[config.mk]
export PLATFORM = sky130hd
export DESIGN_NAME = dma_prd_list_builder_flat
export DESIGN_NICKNAME = d
export VERILOG_FILES = /design/src/rtl/core/dpb_pkg.sv /design/src/rtl/core/dpb_if.sv /design/src/rtl/core/dpb_ctrl.sv /design/src/rtl/core/dpb_datapath.sv /design/src/rtl/core/dma_prd_list_builder.sv /design/src/flat_wrapper.sv
export SDC_FILE = /design/constraint.sdc
export NUM_CORES = 1
export LEC_CHECK = 0
export BUFFER_PORTS_ARGS = -buffer_cell sky130_fd_sc_hd__buf_2
export CAP_MARGIN = 20
export CORE_MARGIN = 4
export CORE_UTILIZATION = 40
export CTS_CLUSTER_SIZE = 10
export DETAILED_ROUTE_END_ITERATION = 8
export PLACE_DENSITY_LB_ADDON = 0.1
export SLEW_MARGIN = 10
export SYNTH_ARGS = -nofsm -noshare
export SYNTH_HDL_FRONTEND = slang
export SYNTH_SLANG_ARGS = --single-unit
[constraint.sdc]
create_clock -name clk_i -period 10.18 [get_ports clk_i]
set_clock_uncertainty 0.05 [all_clocks]
set_input_delay 0.509 -clock clk_i [delete_from_list [all_inputs] [get_ports clk_i]]
set_output_delay 0.509 -clock clk_i [all_outputs]
set_load 0.02 [all_outputs]
[src/rtl/core/dpb_pkg.sv]
// types and constants shared by the prd list builder
package dpb_pkg;

  localparam int unsigned ADDR_W     = 32;
  localparam int unsigned BYTES_W    = 32;
  localparam int unsigned PLACED_W   = 33;
  localparam int unsigned COUNT_W    = 16;
  localparam int unsigned SECTOR_W   = 17;
  localparam int unsigned CHUNK_W    = 17;
  localparam int unsigned SHIFT_W    = 5;
  localparam int unsigned CFG_IDX_W  = 1;
  localparam int unsigned CFG_DATA_W = 5;

  // results one block may give before the pass is cut as table full
  localparam int unsigned MAX_RESULTS = 16;
  localparam int unsigned NRES_W      = 4;

  localparam logic [SHIFT_W-1:0] SHIFT_MIN   = 5'd9;
  localparam logic [SHIFT_W-1:0] SHIFT_MAX   = 5'd16;
  localparam logic [SHIFT_W-1:0] SHIFT_RESET = 5'd9;
  localparam logic [5:0]         LBA48_SECT_SHIFT = 6'd16;
  localparam logic [5:0]         LBA28_SECT_SHIFT = 6'd8;

  // configuration register indexes
  localparam logic [CFG_IDX_W-1:0] REG_SECTOR_SHIFT = 1'b0;
  localparam logic [CFG_IDX_W-1:0] REG_LBA48_MODE   = 1'b1;

  typedef enum logic [1:0] {
    CAUSE_DONE    = 2'd0,
    CAUSE_LIMIT   = 2'd1,
    CAUSE_FULL    = 2'd2,
    CAUSE_EXHAUST = 2'd3
  } cause_e;

  typedef enum logic [2:0] {
    ST_IDLE,
    ST_CHECK,
    ST_FIT,
    ST_EMIT,
    ST_MARK
  } state_e;

  typedef struct packed {
    logic               first_block;
    logic [BYTES_W-1:0] request_bytes;
    logic [ADDR_W-1:0]  block_address;
    logic [BYTES_W-1:0] block_bytes;
    logic               last_block;
  } in_item_t;

  typedef struct packed {
    logic                entry_valid;
    logic [ADDR_W-1:0]   entry_address;
    logic [COUNT_W-1:0]  entry_count;
    logic                end_of_run;
    logic [1:0]          stop_cause;
    logic [BYTES_W-1:0]  remaining_bytes;
    logic [SECTOR_W-1:0] sector_count;
  } out_item_t;

  // controller to datapath
  typedef struct packed {
    logic load;
    logic setup;
    logic fit;
    logic emit;
    logic mark;
  } cmd_t;

  // datapath to controller
  typedef struct packed {
    logic zero_req;
    logic stopped;
    logic blk_zero;
    logic last;
    logic out_free;
    logic emit_end;
    logic blk_done;
  } status_t;

endpackage

[src/rtl/core/dpb_if.sv]
// valid/ready channel interfaces for blocks, entries and configuration
interface dpb_in_if import dpb_pkg::*; ();
  logic     valid;
  logic     ready;
  in_item_t item;
  modport source (output valid, output item, input ready);
  modport sink (input valid, input item, output ready);
endinterface

interface dpb_out_if import dpb_pkg::*; ();
  logic      valid;
  logic      ready;
  out_item_t item;
  modport source (output valid, output item, input ready);
  modport sink (input valid, input item, output ready);
endinterface

interface dpb_cfg_if import dpb_pkg::*; ();
  logic                  valid;
  logic                  ready;
  logic [CFG_IDX_W-1:0]  index;
  logic [CFG_DATA_W-1:0] data;
  modport source (output valid, output index, output data, input ready);
  modport sink (input valid, input index, input data, output ready);
endinterface

[src/rtl/core/dpb_ctrl.sv]
// sequencer for block load, range setup and entry emission
module dpb_ctrl import dpb_pkg::*; (
  input  logic    clk_i,
  input  logic    rst_ni,
  input  logic    in_valid_i,
  output logic    in_ready_o,
  input  status_t status_i,
  output cmd_t    cmd_o
);

  state_e state_q, state_d;

  always_ff @(posedge clk_i or negedge rst_ni) begin
    if (!rst_ni) begin
      state_q <= ST_IDLE;
    end else begin
      state_q <= state_d;
    end
  end

  always_comb begin
    state_d    = state_q;
    cmd_o      = '0;
    in_ready_o = 1'b0;
    case (state_q)
      ST_IDLE: begin
        in_ready_o = 1'b1;
        if (in_valid_i) begin
          cmd_o.load = 1'b1;
          state_d    = ST_CHECK;
        end
      end
      ST_CHECK: begin
        if (status_i.zero_req) begin
          state_d = ST_MARK;
        end else if (status_i.stopped) begin
          state_d = ST_IDLE;
        end else begin
          cmd_o.setup = 1'b1;
          state_d     = ST_FIT;
        end
      end
      ST_FIT: begin
        cmd_o.fit = 1'b1;
        if (status_i.blk_zero) begin
          state_d = status_i.last ? ST_MARK : ST_IDLE;
        end else begin
          state_d = ST_EMIT;
        end
      end
      ST_EMIT: begin
        if (status_i.out_free) begin
          cmd_o.emit = 1'b1;
          if (status_i.emit_end || status_i.blk_done) begin
            state_d = ST_IDLE;
          end
        end
      end
      ST_MARK: begin
        if (status_i.out_free) begin
          cmd_o.mark = 1'b1;
          state_d    = ST_IDLE;
        end
      end
      default: begin
        state_d = ST_IDLE;
      end
    endcase
  end

endmodule

[src/rtl/core/dpb_datapath.sv]
// pass counters, block cutter and result register
module dpb_datapath import dpb_pkg::*; #(
  parameter int unsigned TABLE_ENTRIES   = 16,
  parameter int unsigned ENTRY_MAX_BYTES = 65536
) (
  input  logic                  clk_i,
  input  logic                  rst_ni,
  input  logic                  cfg_we_i,
  input  logic [CFG_IDX_W-1:0]  cfg_index_i,
  input  logic [CFG_DATA_W-1:0] cfg_data_i,
  input  in_item_t              in_item_i,
  input  logic                  out_ready_i,
  output logic                  out_valid_o,
  output out_item_t             out_item_o,
  input  cmd_t                  cmd_i,
  output status_t               status_o
);

  localparam int unsigned USED_W = $clog2(TABLE_ENTRIES + 1);
  localparam logic [BYTES_W-1:0] EMAX = BYTES_W'(ENTRY_MAX_BYTES);
  localparam logic [USED_W-1:0]  USED_LAST = USED_W'(TABLE_ENTRIES - 1);
  localparam logic [NRES_W-1:0]  NRES_LAST = NRES_W'(MAX_RESULTS - 1);

  logic [SHIFT_W-1:0]  shift_q;
  logic                lba_q;
  logic [ADDR_W-1:0]   addr_q;
  logic [BYTES_W-1:0]  blk_q;
  logic                last_q;
  logic                zero_req_q;
  logic [BYTES_W-1:0]  left_q;
  logic [PLACED_W-1:0] placed_q;
  logic [USED_W-1:0]   used_q;
  logic                stopped_q;
  logic [PLACED_W-1:0] room_q;
  logic                over_q;
  logic [BYTES_W-1:0]  avail_q;
  logic [NRES_W-1:0]   nres_q;
  logic                out_valid_q;
  out_item_t           out_q;

  logic [SHIFT_W-1:0]  eff_sh;
  logic [5:0]          lim_sh;
  logic [PLACED_W-1:0] limit;
  logic [PLACED_W:0]   room_diff;
  logic [CHUNK_W-1:0]  blk_cap, av_cap, chunk;
  logic [PLACED_W-1:0] placed_new;
  logic [BYTES_W-1:0]  left_new;
  logic                c_done, c_lim, c_full, blk_done, emit_end;
  logic [1:0]          emit_cause;
  logic                out_free;

  // clamp the sector size and form the per-command byte limit
  always_comb begin
    if (shift_q < SHIFT_MIN) begin
      eff_sh = SHIFT_MIN;
    end else if (shift_q > SHIFT_MAX) begin
      eff_sh = SHIFT_MAX;
    end else begin
      eff_sh = shift_q;
    end
  end
  assign lim_sh    = 6'(eff_sh) + (lba_q ? LBA48_SECT_SHIFT : LBA28_SECT_SHIFT);
  assign limit     = PLACED_W'(1) << lim_sh;
  assign room_diff = {1'b0, limit} - {1'b0, placed_q};

  // one entry: min of block, room left and entry size
  assign blk_cap = (blk_q >= EMAX) ? CHUNK_W'(EMAX) : blk_q[CHUNK_W-1:0];
  assign av_cap  = (avail_q >= EMAX) ? CHUNK_W'(EMAX) : avail_q[CHUNK_W-1:0];
  assign chunk   = (blk_cap < av_cap) ? blk_cap : av_cap;

  assign placed_new = placed_q + PLACED_W'(chunk);
  assign left_new   = left_q - BYTES_W'(chunk);
  assign c_done     = (left_q == BYTES_W'(chunk));
  assign c_lim      = over_q || (room_q == PLACED_W'(chunk));
  assign c_full     = (used_q == USED_LAST) || (nres_q == NRES_LAST);
  assign blk_done   = (blk_q == BYTES_W'(chunk));
  assign emit_end   = c_done || c_lim || c_full || (blk_done && last_q);

  always_comb begin
    if (c_done) begin
      emit_cause = CAUSE_DONE;
    end else if (c_lim) begin
      emit_cause = CAUSE_LIMIT;
    end else if (c_full) begin
      emit_cause = CAUSE_FULL;
    end else begin
      emit_cause = CAUSE_EXHAUST;
    end
  end

  assign out_free = !out_valid_q || out_ready_i;

  always_ff @(posedge clk_i or negedge rst_ni) begin
    if (!rst_ni) begin
      shift_q <= SHIFT_RESET;
      lba_q   <= 1'b1;
    end else if (cfg_we_i) begin
      case (cfg_index_i)
        REG_SECTOR_SHIFT: shift_q <= cfg_data_i;
        REG_LBA48_MODE:   lba_q   <= cfg_data_i[0];
        default: begin
        end
      endcase
    end
  end

  always_ff @(posedge clk_i or negedge rst_ni) begin
    if (!rst_ni) begin
      left_q      <= '0;
      placed_q    <= '0;
      used_q      <= '0;
      stopped_q   <= 1'b1;
      out_valid_q <= 1'b0;
    end else begin
      if (cmd_i.emit || cmd_i.mark) begin
        out_valid_q <= 1'b1;
      end else if (out_ready_i) begin
        out_valid_q <= 1'b0;
      end
      if (cmd_i.load && in_item_i.first_block) begin
        left_q    <= in_item_i.request_bytes;
        placed_q  <= '0;
        used_q    <= '0;
        stopped_q <= (in_item_i.request_bytes == '0);
      end
      if (cmd_i.emit) begin
        left_q      <= left_new;
        placed_q    <= placed_new;
        used_q      <= used_q + USED_W'(1);
        if (emit_end) begin
          stopped_q <= 1'b1;
        end
      end
      if (cmd_i.mark) begin
        stopped_q   <= 1'b1;
      end
    end
  end

  // block and range registers carry no reset
  always_ff @(posedge clk_i) begin
    if (cmd_i.load) begin
      addr_q     <= in_item_i.block_address;
      blk_q      <= in_item_i.block_bytes;
      last_q     <= in_item_i.last_block;
      zero_req_q <= in_item_i.first_block && (in_item_i.request_bytes == '0);
      nres_q     <= '0;
    end
    if (cmd_i.setup) begin
      over_q <= room_diff[PLACED_W];
      room_q <= room_diff[PLACED_W-1:0];
    end
    if (cmd_i.fit) begin
      if (over_q || (room_q >= {1'b0, left_q})) begin
        avail_q <= left_q;
      end else begin
        avail_q <= room_q[BYTES_W-1:0];
      end
    end
    if (cmd_i.emit) begin
      addr_q  <= addr_q + ADDR_W'(chunk);
      blk_q   <= blk_q - BYTES_W'(chunk);
      avail_q <= avail_q - BYTES_W'(chunk);
      room_q  <= room_q - PLACED_W'(chunk);
      nres_q  <= nres_q + NRES_W'(1);
      out_q.entry_valid   <= 1'b1;
      out_q.entry_address <= addr_q;
      out_q.entry_count   <= chunk[COUNT_W-1:0];
      if (emit_end) begin
        out_q.end_of_run      <= 1'b1;
        out_q.stop_cause      <= emit_cause;
        out_q.remaining_bytes <= left_new;
        out_q.sector_count    <= SECTOR_W'(placed_new >> eff_sh);
      end else begin
        out_q.end_of_run      <= 1'b0;
        out_q.stop_cause      <= CAUSE_DONE;
        out_q.remaining_bytes <= '0;
        out_q.sector_count    <= '0;
      end
    end
    if (cmd_i.mark) begin
      out_q.entry_valid     <= 1'b0;
      out_q.entry_address   <= '0;
      out_q.entry_count     <= '0;
      out_q.end_of_run      <= 1'b1;
      out_q.stop_cause      <= zero_req_q ? CAUSE_DONE : CAUSE_EXHAUST;
      out_q.remaining_bytes <= left_q;
      out_q.sector_count    <= SECTOR_W'(placed_q >> eff_sh);
    end
  end

  assign out_valid_o = out_valid_q;
  assign out_item_o  = out_q;

  assign status_o.zero_req = zero_req_q;
  assign status_o.stopped  = stopped_q;
  assign status_o.blk_zero = (blk_q == '0);
  assign status_o.last     = last_q;
  assign status_o.out_free = out_free;
  assign status_o.emit_end = emit_end;
  assign status_o.blk_done = blk_done;

  a_no_emit_when_stopped: assert property (@(posedge clk_i) disable iff (!rst_ni)
    cmd_i.emit |-> !stopped_q)
    else $error("entry emitted while the pass is stopped");

  a_used_bounded: assert property (@(posedge clk_i) disable iff (!rst_ni)
    used_q <= USED_W'(TABLE_ENTRIES))
    else $error("prd table overfilled");

  a_marker_ends_run: assert property (@(posedge clk_i) disable iff (!rst_ni)
    out_valid_q && !out_q.entry_valid |-> out_q.end_of_run)
    else $error("bare marker without end of run");

  a_end_stops_pass: assert property (@(posedge clk_i) disable iff (!rst_ni)
    (cmd_i.emit && emit_end) || cmd_i.mark |=> stopped_q)
    else $error("pass not stopped after end of run");

  a_mid_run_clean: assert property (@(posedge clk_i) disable iff (!rst_ni)
    out_valid_q && !out_q.end_of_run |->
      out_q.stop_cause == CAUSE_DONE && out_q.remaining_bytes == '0 &&
      out_q.sector_count == '0)
    else $error("end fields set on a mid-run entry");

endmodule

[src/rtl/core/dma_prd_list_builder.sv]
// top level of the bus-master prd list builder
// Turns a request, delivered as a stream of physical memory blocks, into
// bus-master PRD entries of at most ENTRY_MAX_BYTES each (a count of 0 means
// 65536). A block with first_block set opens a new pass and loads the request
// size; the pass stops when the request is covered, when the bytes placed
// reach the command limit (sector size times 256, or times 65536 in lba48
// mode), when TABLE_ENTRIES entries are used, after 16 entries from one block,
// or at the end of the last block. The final beat of a pass carries
// end_of_run with the cause, the uncovered bytes and the sectors covered;
// blocks after a stop give no beats until the next first block. A block is
// accepted, the limit subtracted and the range selected, then its entries are
// emitted; a block dropped after a stop goes from accept through the check
// state back to idle. Entries leave one per cycle, while the receiver takes
// them, from a single output register, and the next block is accepted while
// the last entry of the previous one still waits to be taken. Configuration
// writes are taken at any time and must only happen while the block is idle.
module dma_prd_list_builder import dpb_pkg::*; #(
  parameter int unsigned TABLE_ENTRIES   = 16,
  parameter int unsigned ENTRY_MAX_BYTES = 65536
) (
  input  logic     clk_i,
  input  logic     rst_ni,
  dpb_cfg_if.sink  cfg_i,
  dpb_in_if.sink   in_i,
  dpb_out_if.source out_o
);

  cmd_t    cmd;
  status_t status;
  logic    in_ready;

  // configuration is a plain register write, always ready
  assign cfg_i.ready = 1'b1;
  assign in_i.ready  = in_ready;

  dpb_ctrl u_ctrl (
    .clk_i      (clk_i),
    .rst_ni     (rst_ni),
    .in_valid_i (in_i.valid),
    .in_ready_o (in_ready),
    .status_i   (status),
    .cmd_o      (cmd)
  );

  dpb_datapath #(
    .TABLE_ENTRIES   (TABLE_ENTRIES),
    .ENTRY_MAX_BYTES (ENTRY_MAX_BYTES)
  ) u_datapath (
    .clk_i       (clk_i),
    .rst_ni      (rst_ni),
    .cfg_we_i    (cfg_i.valid),
    .cfg_index_i (cfg_i.index),
    .cfg_data_i  (cfg_i.data),
    .in_item_i   (in_i.item),
    .out_ready_i (out_o.ready),
    .out_valid_o (out_o.valid),
    .out_item_o  (out_o.item),
    .cmd_i       (cmd),
    .status_o    (status)
  );

endmodule

[src/flat_wrapper.sv]
// flat-port wrapper written by rule: the top's interface ports become plain ports
module dma_prd_list_builder_flat import dpb_pkg::*;
#(
  parameter int unsigned TABLE_ENTRIES   = 16,
  parameter int unsigned ENTRY_MAX_BYTES = 65536
)
  (clk_i, rst_ni, cfg_i_valid, cfg_i_index, cfg_i_data, cfg_i_ready, in_i_valid, in_i_item, in_i_ready, out_o_valid, out_o_item, out_o_ready);
  dpb_cfg_if cfg_i_i ();
  dpb_in_if in_i_i ();
  dpb_out_if out_o_i ();
  input  logic clk_i;
  input  logic rst_ni;
  input wire logic [$bits(cfg_i_i.valid)-1:0] cfg_i_valid;
  input wire logic [$bits(cfg_i_i.index)-1:0] cfg_i_index;
  input wire logic [$bits(cfg_i_i.data)-1:0] cfg_i_data;
  output wire logic [$bits(cfg_i_i.ready)-1:0] cfg_i_ready;
  input wire logic [$bits(in_i_i.valid)-1:0] in_i_valid;
  input wire logic [$bits(in_i_i.item)-1:0] in_i_item;
  output wire logic [$bits(in_i_i.ready)-1:0] in_i_ready;
  output wire logic [$bits(out_o_i.valid)-1:0] out_o_valid;
  output wire logic [$bits(out_o_i.item)-1:0] out_o_item;
  input wire logic [$bits(out_o_i.ready)-1:0] out_o_ready;
  assign cfg_i_i.valid = cfg_i_valid;
  assign cfg_i_i.index = cfg_i_index;
  assign cfg_i_i.data = cfg_i_data;
  assign cfg_i_ready = cfg_i_i.ready;
  assign in_i_i.valid = in_i_valid;
  assign in_i_i.item = in_i_item;
  assign in_i_ready = in_i_i.ready;
  assign out_o_valid = out_o_i.valid;
  assign out_o_item = out_o_i.item;
  assign out_o_i.ready = out_o_ready;
  dma_prd_list_builder #(.TABLE_ENTRIES(TABLE_ENTRIES), .ENTRY_MAX_BYTES(ENTRY_MAX_BYTES)) u_core (.clk_i(clk_i), .rst_ni(rst_ni), .cfg_i(cfg_i_i), .in_i(in_i_i), .out_o(out_o_i));
endmodule
Word-level counts from Yosys, hierarchy flattened --
Index checks and enable logic that the tools add are counted.
Storage, ports and cells: flip-flop bits (word level) 318, bits in latches 0, memory bits (writable) 0, ROM bits 0, input bits 109, word-level logic and storage cells 136, memories 0
Cells by class: $add $sub $neg 10, multipliers 0, divide/modulo/power cells 0, magnitude comparators 6, equality and inequality tests 13, shifts and indexed selects 3, mux-type cells 55, bitwise gates (word level) 1, reduce and logical (&&, ||, !) cells 25
Operator list (count):
- 32-bit two-way mux | 9
- 33-bit two-way mux | 4
- 51-bit two-way mux | 2
- 32-bit by 17-bit subtractor with 32-bit output | 3
- 33-bit by 5-bit right shift with 17-bit output | 2
- 32-bit by 17-bit equality test with 1-bit output | 2
- 32-bit by 17-bit greater-or-equal comparator with 1-bit output, second input constant | 2
- 32-bit logical NOT | 2
- 52-bit two-way mux | 1
- 17-bit two-way mux | 3
- 33-bit by 33-bit subtractor with 34-bit output | 1
- 33-bit by 17-bit adder with 33-bit output | 1
- 33-bit by 17-bit equality test with 1-bit output | 1
- 33-bit by 32-bit greater-or-equal comparator with 1-bit output | 1
- 1-bit by 6-bit left shift with 33-bit output, first input constant | 1
- 33-bit by 17-bit subtractor with 33-bit output | 1
- 32-bit by 17-bit adder with 32-bit output | 1
- 5-bit two-way mux | 5
- 3-bit two-way mux | 7
- 17-bit < comparator | 1
- 1-bit two-way mux | 17
- 3-bit case mux with 5 select lines | 1
- 2-bit nonzero test | 6
- 1-bit logical OR | 9
- 19 further kinds | 30

Logic depth before layout (Yosys ltp) --
depth in word-level cells 13, mapped depth 33

Hierarchy --
A second synthesis with hierarchy kept.
Second synthesis, totals: cells, all modules 2898, area total of the unflattened synthesis 25276.7 µm²
By module, submodules not included:
- dpb_datapath | instances 1, cells an instance 2872, area each 25052.8 µm², sequential area each 8573.2 µm²
- dpb_ctrl | instances 1, cells an instance 24, area each 212.7 µm², sequential area each 75.1 µm²
- dma_prd_list_builder | instances 1, cells an instance 2, area each 11.3 µm², sequential area each 0.0 µm²

Least setup slack after synthesis --
No wires, ideal clock.
path kind reg2reg, start point register u_core.u_datapath.avail_q[22], end point register u_core.u_datapath.room_q[28] (data pin), library setup time 270 ps, arrival time 6778 ps, data required time 9860 ps, slack 3081 ps, stages on the path, launching flop included 32, buffers on the path 4, period minus slack after synthesis 7099 ps, cells stage by stage edfxtp_1 or3_1 or3_1 nor4_1 and2_1 buf_4 clkbuf_1 nand2_1 ha_1 a21o_1 a21o_1 a21oi_1 o21ai_0 a21o_1 a21oi_1 o31a_1 buf_6 buf_6 mux2i_1 ha_1 inv_1 fa_1 a21o_1 a21oi_1 o21ai_0 o211ai_1 o311a_1 o22ai_1 a221oi_1 nor4b_1 xnor2_1 a21oi_1
On the way: word-level cells in the longest chain between the ends 6
Ends and longest elaborated chain:
- start, declared | RTL line dpb_datapath.sv:36 | logic [BYTES_W-1:0] avail_q;
- start signal, assigned | RTL line dpb_datapath.sv:155 | avail_q <= left_q;
- start signal, assigned | RTL line dpb_datapath.sv:157 | avail_q <= room_q[BYTES_W-1:0];
- start signal, assigned | RTL line dpb_datapath.sv:163 | avail_q <= avail_q - BYTES_W'(chunk);
- 32-bit by 17-bit greater-or-equal comparator with 1-bit output * | RTL line dpb_datapath.sv:68 | assign av_cap = (avail_q >= EMAX) ? CHUNK_W'(EMAX) : avail_q[CHUNK_W-1:0];
- 17-bit two-way mux * | RTL line dpb_datapath.sv:68
- 17-bit < comparator | RTL line dpb_datapath.sv:69 | assign chunk = (blk_cap < av_cap) ? blk_cap : av_cap;
- 17-bit two-way mux * | RTL line dpb_datapath.sv:69
- net u_core.u_datapath.chunk[0] | RTL line dpb_datapath.sv:45 | logic [CHUNK_W-1:0] blk_cap, av_cap, chunk;
- 33-bit by 17-bit subtractor with 33-bit output * | RTL line dpb_datapath.sv:164 | room_q <= room_q - PLACED_W'(chunk);
- 33-bit two-way mux * | RTL line dpb_datapath.sv:160 | if (cmd_i.emit) begin
- end signal, assigned | RTL line dpb_datapath.sv:151 | room_q <= room_diff[PLACED_W-1:0];
- end signal, assigned | RTL line dpb_datapath.sv:164
- end, declared | RTL line dpb_datapath.sv:34 | logic [PLACED_W-1:0] room_q;
Mark *: on every way through the listed nets, which the timed path passes. The rest lies on a longest branch. A chain may end at the register's enable or synchronous reset.

Final worst setup path --
start point register u_core.u_datapath.avail_q[22], end point register u_core.u_datapath.out_q, in the netlist u_core.u_datapath.out_item_o[5] (data pin)
On the way: word-level cells in the longest chain between the ends 12, elaborated cells on any way between the ends 17
Ends and longest elaborated chain:
- 32-bit by 17-bit greater-or-equal comparator with 1-bit output * | RTL line dpb_datapath.sv:68
- 17-bit two-way mux * | RTL line dpb_datapath.sv:68
- 17-bit < comparator | RTL line dpb_datapath.sv:69
- 17-bit two-way mux * | RTL line dpb_datapath.sv:69
- net u_core.u_datapath.chunk[14] | RTL line dpb_datapath.sv:45
- branches (longest 5 deep; another with 33-bit by 17-bit adder with 33-bit output)
- 52-bit two-way mux * | RTL line dpb_datapath.sv:169 | if (emit_end) begin
- 51-bit two-way mux * | RTL line dpb_datapath.sv:160
- 51-bit two-way mux * | RTL line dpb_datapath.sv:181 | if (cmd_i.mark) begin
- end, declared | RTL line dpb_datapath.sv:39 | out_item_t out_q;
Mark *: on every way through the listed nets, which the timed path passes. The select of a mux whose other input is x is not followed.

==> run summary <==
Most common cell on crit path: a21oi_1
Syn. warnings: 0
DR WL/cell: 22.28 um
Hold slack: 73.42 ps
Crit end category: flop
Clk sinks: 318
Startpoint Class: flop
First-pass GRT wire length: 133,500 um
Post-synthesis area per instance: 8.583 um^2
Number of synthesized flops with an enable pin: 187
Initial Util: 40.27%
CTS max path bufs: 3
CTS buffer count: 41
TritonRoute pass-1 iters: 6
Setup TNS: 0 ps
Remaining DRCs: 0
Grt total ovfl: 0
Hold path cells: 1
Pleak: 12.03 nW
HP Start: in_i_item[0]
Via count: 22,860
Min-Delay Path Class: in2reg
Antenna viol nets, final: 0
Critical path's top delay family: compound AO/OA/AOI/OAI gates
Post-layout util: 45.43%
CTS root buffer: clkbuf_16
Final setup violation count: 0
Port bufs: 211
Largest net degree at the start of global routing: 222
Critical Path Fanout Max: 19
Synthesized cell area: 24,810 um^2
Syn nets: 3,195
Worst-Margin Slew: 1248 ps
Number of global-route vias before repair: 22,820
Initial antenna violation count: 1
Cell Area, Placed: 26,700 um^2
Post-synth top flop: edfxtp_1
Sequential share of the synthesized area: 34.86%
Outcome: completed
Async SR Flop Fraction: 25.47%
Worst Hold End: u_core.u_datapath.last_q
Worst VDD drop: 0.1570 mV
Count leader, synth: nand2_1
Total Die Area: 66,060 um^2
Slew Limit Headroom: 16.81%
Die X: 257.0 um
Synth area leaders: edfxtp_1 23%, ha_1 9.5%, dfrtp_1 7.8%
Slowest stage cell, crit path: a211oi_1
Layout Nets: 3,346
Pwr/cell area: 285.0 nW/um^2
Final period utilization: 84.69%
Fmax achieved: 116.0 MHz
CP bufs+invs: 3
Worst R2R Setup Slack: 1560 ps
Layout cell share with drive strength beyond 1: 11.91%
Worst r2r src: u_core.u_datapath.avail_q[22]
Fin area: 27,980 um^2
R2r endpoint: u_core.u_datapath.out_item_o[5]
Pins Over Slew Limit: 0
CTS tree: done
FF+latch count, synth: 318
Clk_lat worst skew: 570 ps
RSZ-0062 raised after global routing: no
Mapped Cells: 2,890
Gp weighted congestion: 0.9033
GRT Util Overall: 25.40%
P&R area growth vs syn: 12.81%
Via/cell ratio: 5.846
H-tree depth: 2
Post-CTS Setup Repair Bufs: 0
Critical path required time: 10,430 ps
Ports: 213
DR iter-0 viols: 1,954
Core Box Area: 61,600 um^2
Top cells by count, synth: 383 x nand2_1, 262 x o21ai_0, 188 x a21oi_1, 188 x ha_1, 187 x edfxtp_1
Max cap viols: 0
Reg clk slew, reported paths: 60 ps
Die span in y: 257.0 um
# rows: 91
Fin. Hold Viols: 0
Cell taking the most area after synthesis: edfxtp_1
FILL cells: 6,059
Dpl hpwl: 64,080 um
Synth top area share: 22.64%
Fin crit period: 8622 ps
CP Depth: 29
R2R cell count: 29
Drt total wl: 87,130 um
Crit path DAT: 8870 ps
Critical path type: reg2reg
Cell variety after synth: 84
Antenna diode count: 0
Max stage delay on crit path: 820 ps
layer usage:
layer | track usage [%] | vias up | wire (um)
met3 | 3.385 | 184 | 4542
met5 | 0 | - | 13
li1 | - | 10880 | -
met1 | 34.16 | 11080 | 38990
met2 | 42.25 | 711 | 40520
met4 | 8.804 | 2 | 3069
worst max-delay path by stage:
stage                                       end  slack [ps]                          start
2_1_floorplan      u_core.u_datapath.room_q[28]        3080  u_core.u_datapath.avail_q[22]
3_3_place_gp    u_core.u_datapath.out_item_o[5]        1770  u_core.u_datapath.avail_q[22]
3_5_place_dp   u_core.u_datapath.out_item_o[13]        1610  u_core.u_datapath.avail_q[22]
4_1_cts        u_core.u_datapath.out_item_o[13]        1580  u_core.u_datapath.avail_q[22]
5_1_grt         u_core.u_datapath.out_item_o[5]        1080  u_core.u_datapath.avail_q[22]
6_report        u_core.u_datapath.out_item_o[5]        1560  u_core.u_datapath.avail_q[22]
layout by cell type (no fill, tap or decap), drive strengths merged, types with 19 or more instances in the layout:
master,Yosys,final
a21oi,188,188
nor2,183,183
or3,28,28
nor3,69,69
a21o,76,76
o211ai,24,24
o21ai,274,274
ha,188,188
nor2b,23,23
a22o,20,20
xor2,69,69
mux2,23,23
mux2i,96,96
nor4,34,34
nand2b,37,37
nand2,384,384
o21a,19,19
a31oi,21,21
o31ai,33,33
inv,154,156
dfrtp,77,77
dfxtp,50,50
a22oi,20,20
nand4,40,40
buf,20,245
clkbuf,118,68
a211oi,22,22
o22ai,26,26
xnor2,108,108
nand3,73,73
edfxtp,187,187
flip-flops by register name, indices dropped and copies added, names as in the netlist, 3 cells and up:
register and flops:
u_core.u_ctrl.state_q 3, u_core.u_datapath.addr_q 32, u_core.u_datapath.avail_q 32, u_core.u_datapath.blk_q 32
u_core.u_datapath.left_q 32, u_core.u_datapath.nres_q 4, u_core.u_datapath.out_item_o 101, u_core.u_datapath.placed_q 33
u_core.u_datapath.room_q 33, u_core.u_datapath.shift_q 5, u_core.u_datapath.used_q 5
where the power goes:
| group | internal [W] | total (W) | switching [W] |
|---|---|---|---|
| sequential | 0.00203 | 0.00249 | 0.000465 |
| clock | 0.000800 | 0.00140 | 0.000602 |
| combinational | 0.00154 | 0.00408 | 0.00254 |
| total | 0.00436 | 0.00798 | 0.00361 |
area by class of cell:
type	instances	area [um^2]	share of cell area, %
repair buffers	246	1356	4.847
inverters	156	585.6	2.093
well taps	837	1047	3.742
clock buffers	68	1197	4.279
clock inverters	7	42.54	0.1520
multi-input cells	2278	15110	53.98
flip-flops and latches	318	8648	30.91
cells by family (layout without fill, tap and decap cells):
logic type / after synthesis / in the layout / share of synthesized area (%)
compound gates: 839 / 839 / 21.33
xor+xnor: 177 / 177 / 6.249
fa+ha+maj: 196 / 196 / 10.13
buf+inv: 294 / 477 / 4.544
flops: 318 / 318 / 34.86
mux: 120 / 120 / 5.130
other cells: 1 / 1 / 0.01512
simple gates: 945 / 945 / 17.74
stage by stage:
stage	std cells	power, W	setup slack, ps
floorplan	2890	0.005222	3081
global placement	3832	0.006491	1766
detailed placement	3832	0.006530	1612
CTS	3908	0.007978	1584
global route	3910	0.008541	1083
finish	3910	0.007976	1558
worst register-to-register path: cells and delay by family, from the launching register on:
kind / cells / cell delay [ps]
and+or+nand+nor: 9 / 1870
DFF: 1 / 430
AOI/OAI and AO/OA: 12 / 3620
adders and majority gates: 2 / 640
buffers and inverters: 3 / 700
muxes: 2 / 710
xor gates and xnor gates: 1 / 340
repair_timing:
item	in CTS	in global routing
resized for setup	0	0
endpoints found under the setup margin	0	0
hold buffers	1	0
hold endpoints to repair	29	0
Power figures use the tool's default switching activity.
